<file path="config.mk">
export PLATFORM = sky130hd
export DESIGN_NAME = ffa_ctrl
export DESIGN_NICKNAME = d
export VERILOG_FILES = /design/src/rtl/ffa_pkg.sv /design/src/rtl/ffa_ctrl.sv
export SDC_FILE = /design/constraint.sdc
export NUM_CORES = 1
export LEC_CHECK = 0
export BUFFER_PORTS_ARGS = -buffer_cell sky130_fd_sc_hd__clkbuf_2
export CAP_MARGIN = 20
export CORE_MARGIN = 2
export CORE_UTILIZATION = 25
export CTS_CLUSTER_SIZE = 24
export DETAILED_ROUTE_END_ITERATION = 8
export GPL_ROUTABILITY_DRIVEN = 0
export PLACE_DENSITY = 0.37
export SYNTH_ARGS = -nofsm -noshare
export SYNTH_HDL_FRONTEND = slang
export SYNTH_SLANG_ARGS = --single-unit
</file>
<file path="constraint.sdc">
create_clock -name clk_i -period 7.1 [get_ports clk_i]
set_clock_uncertainty 0.2 [all_clocks]
set_input_delay 1.42 -clock clk_i [delete_from_list [all_inputs] [get_ports clk_i]]
set_output_delay 1.42 -clock clk_i [all_outputs]
set_load 0.02 [all_outputs]
</file>
<file path="src/rtl/ffa_pkg.sv">
// Shared types and codes for the first-fit free-list allocator.
// No dependencies; imported by the controller and the top level.
package ffa_pkg;

  // Request kinds
  typedef enum logic [1:0] {
    KIND_ALLOC = 2'd0,
    KIND_FREE  = 2'd1,
    KIND_CLEAR = 2'd2,
    KIND_NONE  = 2'd3
  } kind_e;

  // Result status codes
  typedef enum logic [2:0] {
    ST_OK        = 3'd0,
    ST_BAD_ALIGN = 3'd1,
    ST_BAD_SIZE  = 3'd2,
    ST_NO_FIT    = 3'd3,
    ST_IGNORED   = 3'd4
  } status_e;

  // Strobes of the record memory port
  typedef struct packed {
    logic we;
    logic re;
  } mem_cmd_t;

endpackage

</file>
<file path="src/rtl/ffa_ctrl.sv">
// Request sequencer: list walks, splits, header writes and merges.
// Drives the record memory (ffa_mem) and uses codes from ffa_pkg.
module ffa_ctrl #(
  parameter int unsigned ARENA_BYTES    = 65536,
  parameter int unsigned GRANULE_BYTES  = 8,
  parameter int unsigned HEADER_BYTES   = 16,
  parameter int unsigned MIN_FREE_BYTES = 16,
  localparam int unsigned GRAN_COUNT = ARENA_BYTES / GRANULE_BYTES,
  localparam int unsigned IW  = $clog2(GRAN_COUNT),
  localparam int unsigned GW  = IW + 1,
  localparam int unsigned SW  = $clog2(ARENA_BYTES) + 1,
  localparam int unsigned AW  = (GW > 16) ? GW : 16
) (
  input  logic              clk_i,
  input  logic              rst_ni,
  input  logic              req_valid_i,
  output logic              req_ready_o,
  input  logic [1:0]        kind_i,
  input  logic [16:0]       request_size_i,
  input  logic [16:0]       alignment_i,
  input  logic [15:0]       release_offset_i,
  input  logic              release_valid_i,
  output logic              res_valid_o,
  input  logic              res_ready_i,
  output logic [2:0]        res_status_o,
  output logic [15:0]       res_data_o,
  output ffa_pkg::mem_cmd_t mem_cmd_o,
  output logic [IW-1:0]     mem_waddr_o,
  output logic [SW+AW-1:0]  mem_wdata_o,
  output logic [IW-1:0]     mem_raddr_o,
  input  logic [SW+AW-1:0]  mem_rdata_i
);
  import ffa_pkg::*;

  localparam int unsigned NW  = ((SW > 18) ? SW : 18) + 1;
  localparam int unsigned GLG = $clog2(GRANULE_BYTES);
  localparam logic [GW-1:0] NO_LINK = GW'(GRAN_COUNT);

  typedef enum logic [13:0] {
    S_IDLE  = 14'b00000000000001,
    S_ALOOK = 14'b00000000000010,
    S_AEVAL = 14'b00000000000100,
    S_ASPL  = 14'b00000000001000,
    S_ALNK  = 14'b00000000010000,
    S_AHDR  = 14'b00000000100000,
    S_FHDR  = 14'b00000001000000,
    S_FLOOK = 14'b00000010000000,
    S_FSTEP = 14'b00000100000000,
    S_FINS  = 14'b00001000000000,
    S_FLNK  = 14'b00010000000000,
    S_FRMG  = 14'b00100000000000,
    S_FLMG  = 14'b01000000000000,
    S_RESP  = 14'b10000000000000
  } state_e;

  state_e state_q, state_d;
  logic [GW-1:0] head_q, head_d;
  logic [16:0]   size_q, size_d;
  logic [16:0]   align_q, align_d;
  logic [15:0]   hdr_q, hdr_d;
  logic [GW-1:0] curr_q, curr_d;
  logic [GW-1:0] prev_q, prev_d;
  logic [SW-1:0] prev_size_q, prev_size_d;
  logic [GW-1:0] steps_q, steps_d;
  logic [15:0]   pad_q, pad_d;
  logic [NW-1:0] need_q, need_d;
  logic [GW-1:0] nxt_q, nxt_d;
  logic          split_q, split_d;
  logic [GW-1:0] o_q, o_d;
  logic [SW-1:0] o_size_q, o_size_d;
  logic [GW-1:0] o_aux_q, o_aux_d;
  logic [15:0]   orig_q, orig_d;
  logic          right_q, right_d;
  logic [2:0]    status_q, status_d;
  logic [15:0]   data_q, data_d;

  logic [SW-1:0] rd_size;
  logic [AW-1:0] rd_aux;
  logic [GW-1:0] rd_link;
  logic [NW-1:0] addr_n, t_n, need_raw, need_rnd, have_n, rem_n, hdr_n;
  logic [NW-1:0] fhdr_n, forig_n, prev_end;
  logic [16:0]   pad17;
  logic [15:0]   forig;
  logic          align_ok;

  assign rd_size = mem_rdata_i[SW+AW-1:AW];
  assign rd_aux  = mem_rdata_i[AW-1:0];
  assign rd_link = (rd_aux >= AW'(GRAN_COUNT)) ? NO_LINK : GW'(rd_aux);

  // Address arithmetic of the block under the cursor
  always_comb begin
    addr_n   = NW'(curr_q[IW-1:0]) << GLG;
    t_n      = addr_n + NW'(HEADER_BYTES);
    pad17    = (17'(~t_n[16:0]) + 17'd1) & (align_q - 17'd1);
    need_raw = NW'(size_q) + NW'(HEADER_BYTES) + NW'(pad17) + NW'(GRANULE_BYTES - 1);
    need_rnd = (need_raw >> GLG) << GLG;
    have_n   = NW'(rd_size);
    rem_n    = have_n - need_q;
    hdr_n    = addr_n + NW'(pad_q);
    fhdr_n   = NW'(release_offset_i) - NW'(HEADER_BYTES);
    forig    = hdr_q - 16'(rd_aux);
    forig_n  = NW'(forig) + NW'(rd_size);
    prev_end = (NW'(prev_q[IW-1:0]) << GLG) + NW'(prev_size_q);
    align_ok = (alignment_i != '0) && ((alignment_i & (alignment_i - 17'd1)) == '0);
  end

  // Next-state and datapath control
  always_comb begin
    state_d     = state_q;
    head_d      = head_q;
    size_d      = size_q;
    align_d     = align_q;
    hdr_d       = hdr_q;
    curr_d      = curr_q;
    prev_d      = prev_q;
    prev_size_d = prev_size_q;
    steps_d     = steps_q;
    pad_d       = pad_q;
    need_d      = need_q;
    nxt_d       = nxt_q;
    split_d     = split_q;
    o_d         = o_q;
    o_size_d    = o_size_q;
    o_aux_d     = o_aux_q;
    orig_d      = orig_q;
    right_d     = right_q;
    status_d    = status_q;
    data_d      = data_q;
    mem_cmd_o   = '0;
    mem_waddr_o = '0;
    mem_wdata_o = '0;
    mem_raddr_o = '0;
    req_ready_o = 1'b0;
    res_valid_o = 1'b0;

    unique case (state_q)
      S_IDLE: begin
        req_ready_o = 1'b1;
        if (req_valid_i) begin
          size_d   = request_size_i;
          align_d  = alignment_i;
          hdr_d    = 16'(fhdr_n);
          curr_d   = head_q;
          prev_d   = NO_LINK;
          steps_d  = '0;
          status_d = ST_OK;
          data_d   = '0;
          state_d  = S_RESP;
          case (kind_i)
            KIND_ALLOC: begin
              if (!align_ok) begin
                status_d = ST_BAD_ALIGN;
              end else if (request_size_i == '0) begin
                status_d = ST_BAD_SIZE;
              end else begin
                state_d = S_ALOOK;
              end
            end
            KIND_FREE: begin
              if (!release_valid_i || release_offset_i < 16'(HEADER_BYTES) ||
                  (fhdr_n >> GLG) >= NW'(GRAN_COUNT)) begin
                status_d = ST_IGNORED;
              end else begin
                mem_cmd_o.re = 1'b1;
                mem_raddr_o  = IW'(fhdr_n >> GLG);
                state_d      = S_FHDR;
              end
            end
            KIND_CLEAR: begin
              mem_cmd_o.we = 1'b1;
              mem_waddr_o  = '0;
              mem_wdata_o  = {SW'(ARENA_BYTES), AW'(NO_LINK)};
              head_d       = '0;
            end
            default: ;
          endcase
        end
      end

      // Fetch the next block and size the request against it
      S_ALOOK: begin
        if (curr_q >= NO_LINK || steps_q == NO_LINK) begin
          status_d = ST_NO_FIT;
          state_d  = S_RESP;
        end else begin
          mem_cmd_o.re = 1'b1;
          mem_raddr_o  = curr_q[IW-1:0];
          pad_d        = pad17[15:0];
          need_d       = need_rnd;
          state_d      = S_AEVAL;
        end
      end

      S_AEVAL: begin
        nxt_d = rd_link;
        if (have_n >= need_q) begin
          o_size_d = SW'(rem_n);
          o_d      = GW'((addr_n + need_q) >> GLG);
          split_d  = (rem_n >= NW'(MIN_FREE_BYTES)) &&
                     ((addr_n + need_q) < NW'(ARENA_BYTES));
          if (!((rem_n >= NW'(MIN_FREE_BYTES)) &&
                ((addr_n + need_q) < NW'(ARENA_BYTES)))) begin
            need_d = have_n;
          end
          state_d = S_ASPL;
        end else begin
          prev_d      = curr_q;
          prev_size_d = rd_size;
          curr_d      = rd_link;
          steps_d     = steps_q + 1'b1;
          state_d     = S_ALOOK;
        end
      end

      // Write the split-off remainder
      S_ASPL: begin
        if (split_q) begin
          mem_cmd_o.we = 1'b1;
          mem_waddr_o  = o_q[IW-1:0];
          mem_wdata_o  = {o_size_q, AW'(nxt_q)};
        end
        state_d = S_ALNK;
      end

      // Unlink the allocated block
      S_ALNK: begin
        if (prev_q >= NO_LINK) begin
          head_d = split_q ? o_q : nxt_q;
        end else begin
          mem_cmd_o.we = 1'b1;
          mem_waddr_o  = prev_q[IW-1:0];
          mem_wdata_o  = {prev_size_q, AW'(split_q ? o_q : nxt_q)};
        end
        state_d = S_AHDR;
      end

      // Write the header below the data
      S_AHDR: begin
        if ((hdr_n >> GLG) < NW'(GRAN_COUNT)) begin
          mem_cmd_o.we = 1'b1;
          mem_waddr_o  = IW'(hdr_n >> GLG);
          mem_wdata_o  = {SW'(need_q), AW'(pad_q)};
        end
        data_d  = 16'(hdr_n + NW'(HEADER_BYTES));
        state_d = S_RESP;
      end

      // Check the header of the block to release
      S_FHDR: begin
        if (rd_size == '0 || rd_aux > AW'(hdr_q) || forig[GLG-1:0] != '0 ||
            forig_n > NW'(ARENA_BYTES)) begin
          status_d = ST_IGNORED;
          state_d  = S_RESP;
        end else begin
          orig_d   = forig;
          o_d      = GW'(NW'(forig) >> GLG);
          o_size_d = rd_size;
          state_d  = S_FLOOK;
        end
      end

      // Walk to the insertion point
      S_FLOOK: begin
        if (steps_q != NO_LINK && curr_q < NO_LINK && curr_q < o_q) begin
          mem_cmd_o.re = 1'b1;
          mem_raddr_o  = curr_q[IW-1:0];
          state_d      = S_FSTEP;
        end else if (steps_q != NO_LINK && curr_q == o_q) begin
          status_d = ST_IGNORED;
          state_d  = S_RESP;
        end else begin
          if (steps_q == NO_LINK) begin
            curr_d = NO_LINK;
          end
          state_d = S_FINS;
        end
      end

      S_FSTEP: begin
        prev_d      = curr_q;
        prev_size_d = rd_size;
        curr_d      = rd_link;
        steps_d     = steps_q + 1'b1;
        state_d     = S_FLOOK;
      end

      // Insert the block; fetch the right neighbour if adjacent
      S_FINS: begin
        mem_cmd_o.we = 1'b1;
        mem_waddr_o  = o_q[IW-1:0];
        mem_wdata_o  = {o_size_q, AW'(curr_q)};
        o_aux_d      = curr_q;
        right_d      = (curr_q < NO_LINK) &&
                       ((NW'(orig_q) + NW'(o_size_q)) == (NW'(curr_q[IW-1:0]) << GLG));
        if (right_d) begin
          mem_cmd_o.re = 1'b1;
          mem_raddr_o  = curr_q[IW-1:0];
        end
        state_d = S_FLNK;
      end

      S_FLNK: begin
        if (prev_q >= NO_LINK) begin
          head_d = o_q;
        end else begin
          mem_cmd_o.we = 1'b1;
          mem_waddr_o  = prev_q[IW-1:0];
          mem_wdata_o  = {prev_size_q, AW'(o_q)};
        end
        if (right_q) begin
          o_size_d = o_size_q + rd_size;
          o_aux_d  = rd_link;
        end
        state_d = S_FRMG;
      end

      // Merge with the right neighbour
      S_FRMG: begin
        if (right_q) begin
          mem_cmd_o.we = 1'b1;
          mem_waddr_o  = o_q[IW-1:0];
          mem_wdata_o  = {o_size_q, AW'(o_aux_q)};
        end
        state_d = S_FLMG;
      end

      // Merge with the left neighbour
      S_FLMG: begin
        if (prev_q < NO_LINK && prev_end == NW'(orig_q)) begin
          mem_cmd_o.we = 1'b1;
          mem_waddr_o  = prev_q[IW-1:0];
          mem_wdata_o  = {prev_size_q + o_size_q, AW'(o_aux_q)};
        end
        state_d = S_RESP;
      end

      // Hand the result word to the output register
      S_RESP: begin
        res_valid_o = 1'b1;
        if (res_ready_i) begin
          state_d = S_IDLE;
        end
      end

      default: state_d = S_IDLE;
    endcase
  end

  assign res_status_o = status_q;
  assign res_data_o   = (status_q == ST_OK) ? data_q : '0;

  // Control state
  always_ff @(posedge clk_i or negedge rst_ni) begin
    if (!rst_ni) begin
      state_q <= S_IDLE;
      head_q  <= '0;
    end else begin
      state_q <= state_d;
      head_q  <= head_d;
    end
  end

  // Working registers
  always_ff @(posedge clk_i) begin
    size_q      <= size_d;
    align_q     <= align_d;
    hdr_q       <= hdr_d;
    curr_q      <= curr_d;
    prev_q      <= prev_d;
    prev_size_q <= prev_size_d;
    steps_q     <= steps_d;
    pad_q       <= pad_d;
    need_q      <= need_d;
    nxt_q       <= nxt_d;
    split_q     <= split_d;
    o_q         <= o_d;
    o_size_q    <= o_size_d;
    o_aux_q     <= o_aux_d;
    orig_q      <= orig_d;
    right_q     <= right_d;
    status_q    <= status_d;
    data_q      <= data_d;
  end

endmodule

</file>
==> run_results.csv <==
group,metric,value,unit
sta,worstMarginPinSlew,1.13,ns
route,vias,18000,
setup_path,regToRegStartpoint,"hdr_q[1]",
global_route,grt_pass1_vias,17900,
sta,setup_viol,0,
sta,slew_headroom,24.7,%
final_layout,post_route_cells_drive_above_1_share,14.0,%
global_route,overflow,0,
place,hpwl,69400,um
run,cap_violations,0,
outcome,status,"completed",
final_layout,area_growth,18.0,%
final_layout,fin_area,24100,um2
global_route,grt_use_total,20.3,%
sta,min_period,6.55,ns
setup_path,startpoint_type,"input pin",
floorplanning,num_io_pins,172,
floorplanning,fp-row-count,104,
clock_tree,cts_root_buf,"clkbuf_16",
sta,hold_viol,0,
min_path,hp-start,"head_q[4]",
synth,ys_async_sr_fraction,10.7,%
route,dr.pass1.iters,7,
synth,synth_cells,2189,
synth,ys_types,90,
power,pwr-share-comb,44.6,%
clock_tree,cts_buffers,36,
sta,fin_crit_sh,92.2,%
setup_path,crit_type,"in2reg",
route,ant_nets,0,
place,post-place-ws,0.0180,ns
setup_path,crit_fanout,17,
route,routed_wl,87400,um
power,power,7.69,mW
setup_path,critPathLaunch,"mem_rdata_i[2]",
clock_tree,hold_buffers,0,
route,drcViolationCount,0,
setup_path,arrival,6.60,ns
sta,finalSetupTns,0,ns
power,seqPwrFrac,30.6,%
clock_tree,cts_tree,"built",
power,swShare,41.4,%
global_route,grt_pass1_wl,125000,um
place,placed_area,22800,um2
final_layout,nNetsFinal,2666,
synth,ys_warn_count,0,
route,first_iter_violations,1736,
power,p_sw,3.18,mW
power,ir_worst_vdd,146,uV
setup_path,critPathRequiredTime,7.15,ns
floorplanning,die_w,290,um
sta,rsz0062_at_grt,"no",
clock_tree,cts_resized,0,
route,wl_per_cell,25.2,um
synth,syn_area,20400,um2
global_route,grt_max_degree,51,
synth,yosysSeqAreaShare,37.8,%
setup_path,worst_setup_path_end_kind,"flip-flop",
sta,setup_slack,0.551,ns
clock_tree,clk_pin_slew,0.06,ns
power,leakagePower,9.88,nW
sta,drv_slew,0,
synth,ys_seq_elements,262,
final_layout,diodes,0,
clock_tree,cts_setup_buffers,0,
floorplanning,die_height,290,um
floorplanning,design.die.area,84000,um2
sta,clock.fmax,153,MHz
final_layout,fin_util,29.9,%
synth,synth-edff-count,234,
global_route,grt_antenna_before_repair,3,
power,clkPwrFrac,24.8,%
floorplanning,initial_utilization,25.3,%
floorplanning,coreArea,80700,um2
power,p_per_area,319,nW/um2
place,numPortBuffers,168,
synth,syn_avg_cell_area,9.33,um2
clock_tree,cts.sinks,262,
synth,ys_dominant_reg_cell,"edfxtp_1",
power,internal_power,4.51,mW
route,via_per_inst,5.20,
clock_tree,cts_buffer_depth,3,
clock_tree,htreeDepth,2,
clock_tree,insertion_delay,0.59,ns
min_path,hold_class,"reg2reg",
worst paths after layout:
| check | end | slack, ns | cells past startpoint |
|---|---|---|---|
| max | o_size_q[12] | 0.55 | 27 |
| min | head_q[4] | 0.33 | 2 |
| max reg2reg | o_size_q[12] | 1.07 | 25 |
| min reg2reg | head_q[4] | 0.33 | 2 |
| max in group asynchronous | state_q[12] | 5.28 | 1 |
| min in group asynchronous | head_q[2] | 0.78 | 1 |
metal layers:
layer / GRT usage [%] / part of all wire [%]
met2: 35.0 / 48
met4: 3.93 / 1.5
met1: 27.4 / 46
met5: 0 / 0.0080
met3: 2.50 / 4.9
through the flow:
stage,instances,hold slack [ns]
after floorplan,2191,0.295
after global placement,3398,0.306
after detailed placement,3399,0.317
after CTS,3464,0.330
after global routing,3466,0.373
final,3466,0.330
sequential cells by signal (all words and copies together), names as in the netlist, 16 cells and up:
register / flops
need_q: 19
align_q: 17
o_size_q: 17
prev_size_q: 17
size_q: 17
hdr_q: 16
orig_q: 16
area by class of cell:
| type | instances | area, um2 |
|---|---|---|
| Clock buffer | 44 | 971 |
| Clock inverter | 21 | 260 |
| Fill cell | 8533 | 56600 |
| Inverter | 131 | 492 |
| Multi-Input combinational cell | 1717 | 12000 |
| Sequential cell | 262 | 7730 |
| Tap cell | 1060 | 1330 |
| Timing Repair Buffer | 231 | 1370 |
worst max-delay path, cell delays in order:
cell       delay (ns)
clkbuf_2         0.15
inv_1            0.06
ha_1             0.34
o21a_1           0.20
o31a_1           0.12
o211ai_1         0.26
a21oi_1          0.11
a2111oi_0        0.41
buf_4            0.19
o21bai_1         0.06
a21o_1           0.21
nand2_1          0.06
nand2_1          0.06
xnor2_1          0.25
ha_1             0.24
nand2b_1         0.15
o22ai_1          0.09
a311oi_1         0.24
o311ai_0         0.20
nor4_1           0.29
o2111ai_1        0.14
nor4_1           0.26
and4_1           0.24
o21ai_1          0.15
buf_4            0.18
a211oi_2         0.28
buf_12           0.19
cells in the final DEF, fill, tap and decap left out, types with 53 or more instances in the layout:
cell      Yosys  layout
nand2_1     161     161
nor2_1      193     193
buf_4         4      57
a21oi_1     128     127
ha_1        188     188
edfxtp_1    234     234
xnor2_1     100     100
o21ai_0     150     150
inv_1       130     129
xor2_1       82      82
nor3_1       56      53
clkbuf_2      0     168
nand3_1      58      58
cells in the mapped netlist (16+ instances only):
cell / number / area share [%]
a21o_1: 43 / 1.6
a21oi_1: 128 / 3.1
a221o_1: 22 / 1.1
a222oi_1: 27 / 1.3
a22oi_1: 36 / 1.3
and2_1: 28 / 0.86
and3_1: 18 / 0.55
clkbuf_1: 67 / 1.2
dfrtp_1: 27 / 3.3
edfxtp_1: 234 / 34
ha_1: 188 / 12
inv_1: 130 / 2.4
nand2_1: 161 / 3.0
nand2b_1: 35 / 1.1
nand3_1: 58 / 1.4
nand4_1: 27 / 0.83
nor2_1: 193 / 3.5
nor2b_1: 42 / 1.3
nor3_1: 56 / 1.4
nor4_1: 24 / 0.73
o21a_1: 32 / 1.2
o21ai_0: 150 / 3.7
or2_2: 16 / 0.49
or3_1: 19 / 0.58
xnor2_1: 100 / 4.3
xor2_1: 82 / 3.5
power groups by stage:
stage	combinational, mW	sequential, mW	clock, mW
2_1_floorplan	2.24	2.25	0
3_3_place_gp	3.40	2.39	0
3_5_place_dp	3.42	2.39	0
4_1_cts	3.45	2.36	1.97
5_1_grt	3.81	2.38	2.02
6_report	3.43	2.35	1.91
cell families (layout without fill, tap and decap cells):
family | after synthesis | in the layout | share of synthesized area (%)
AOI/OAI and AO/OA | 601 | 601 | 19.7
xor gates and xnor gates | 182 | 182 | 7.80
adders and majority gates | 199 | 199 | 12.5
buffers and inverters | 212 | 427 | 4.00
DFF | 262 | 262 | 37.8
muxes | 12 | 12 | 0.606
other | 1 | 3 | 0.0184
and+or+nand+nor | 720 | 720 | 17.5
(Power assumes the default switching activity.)
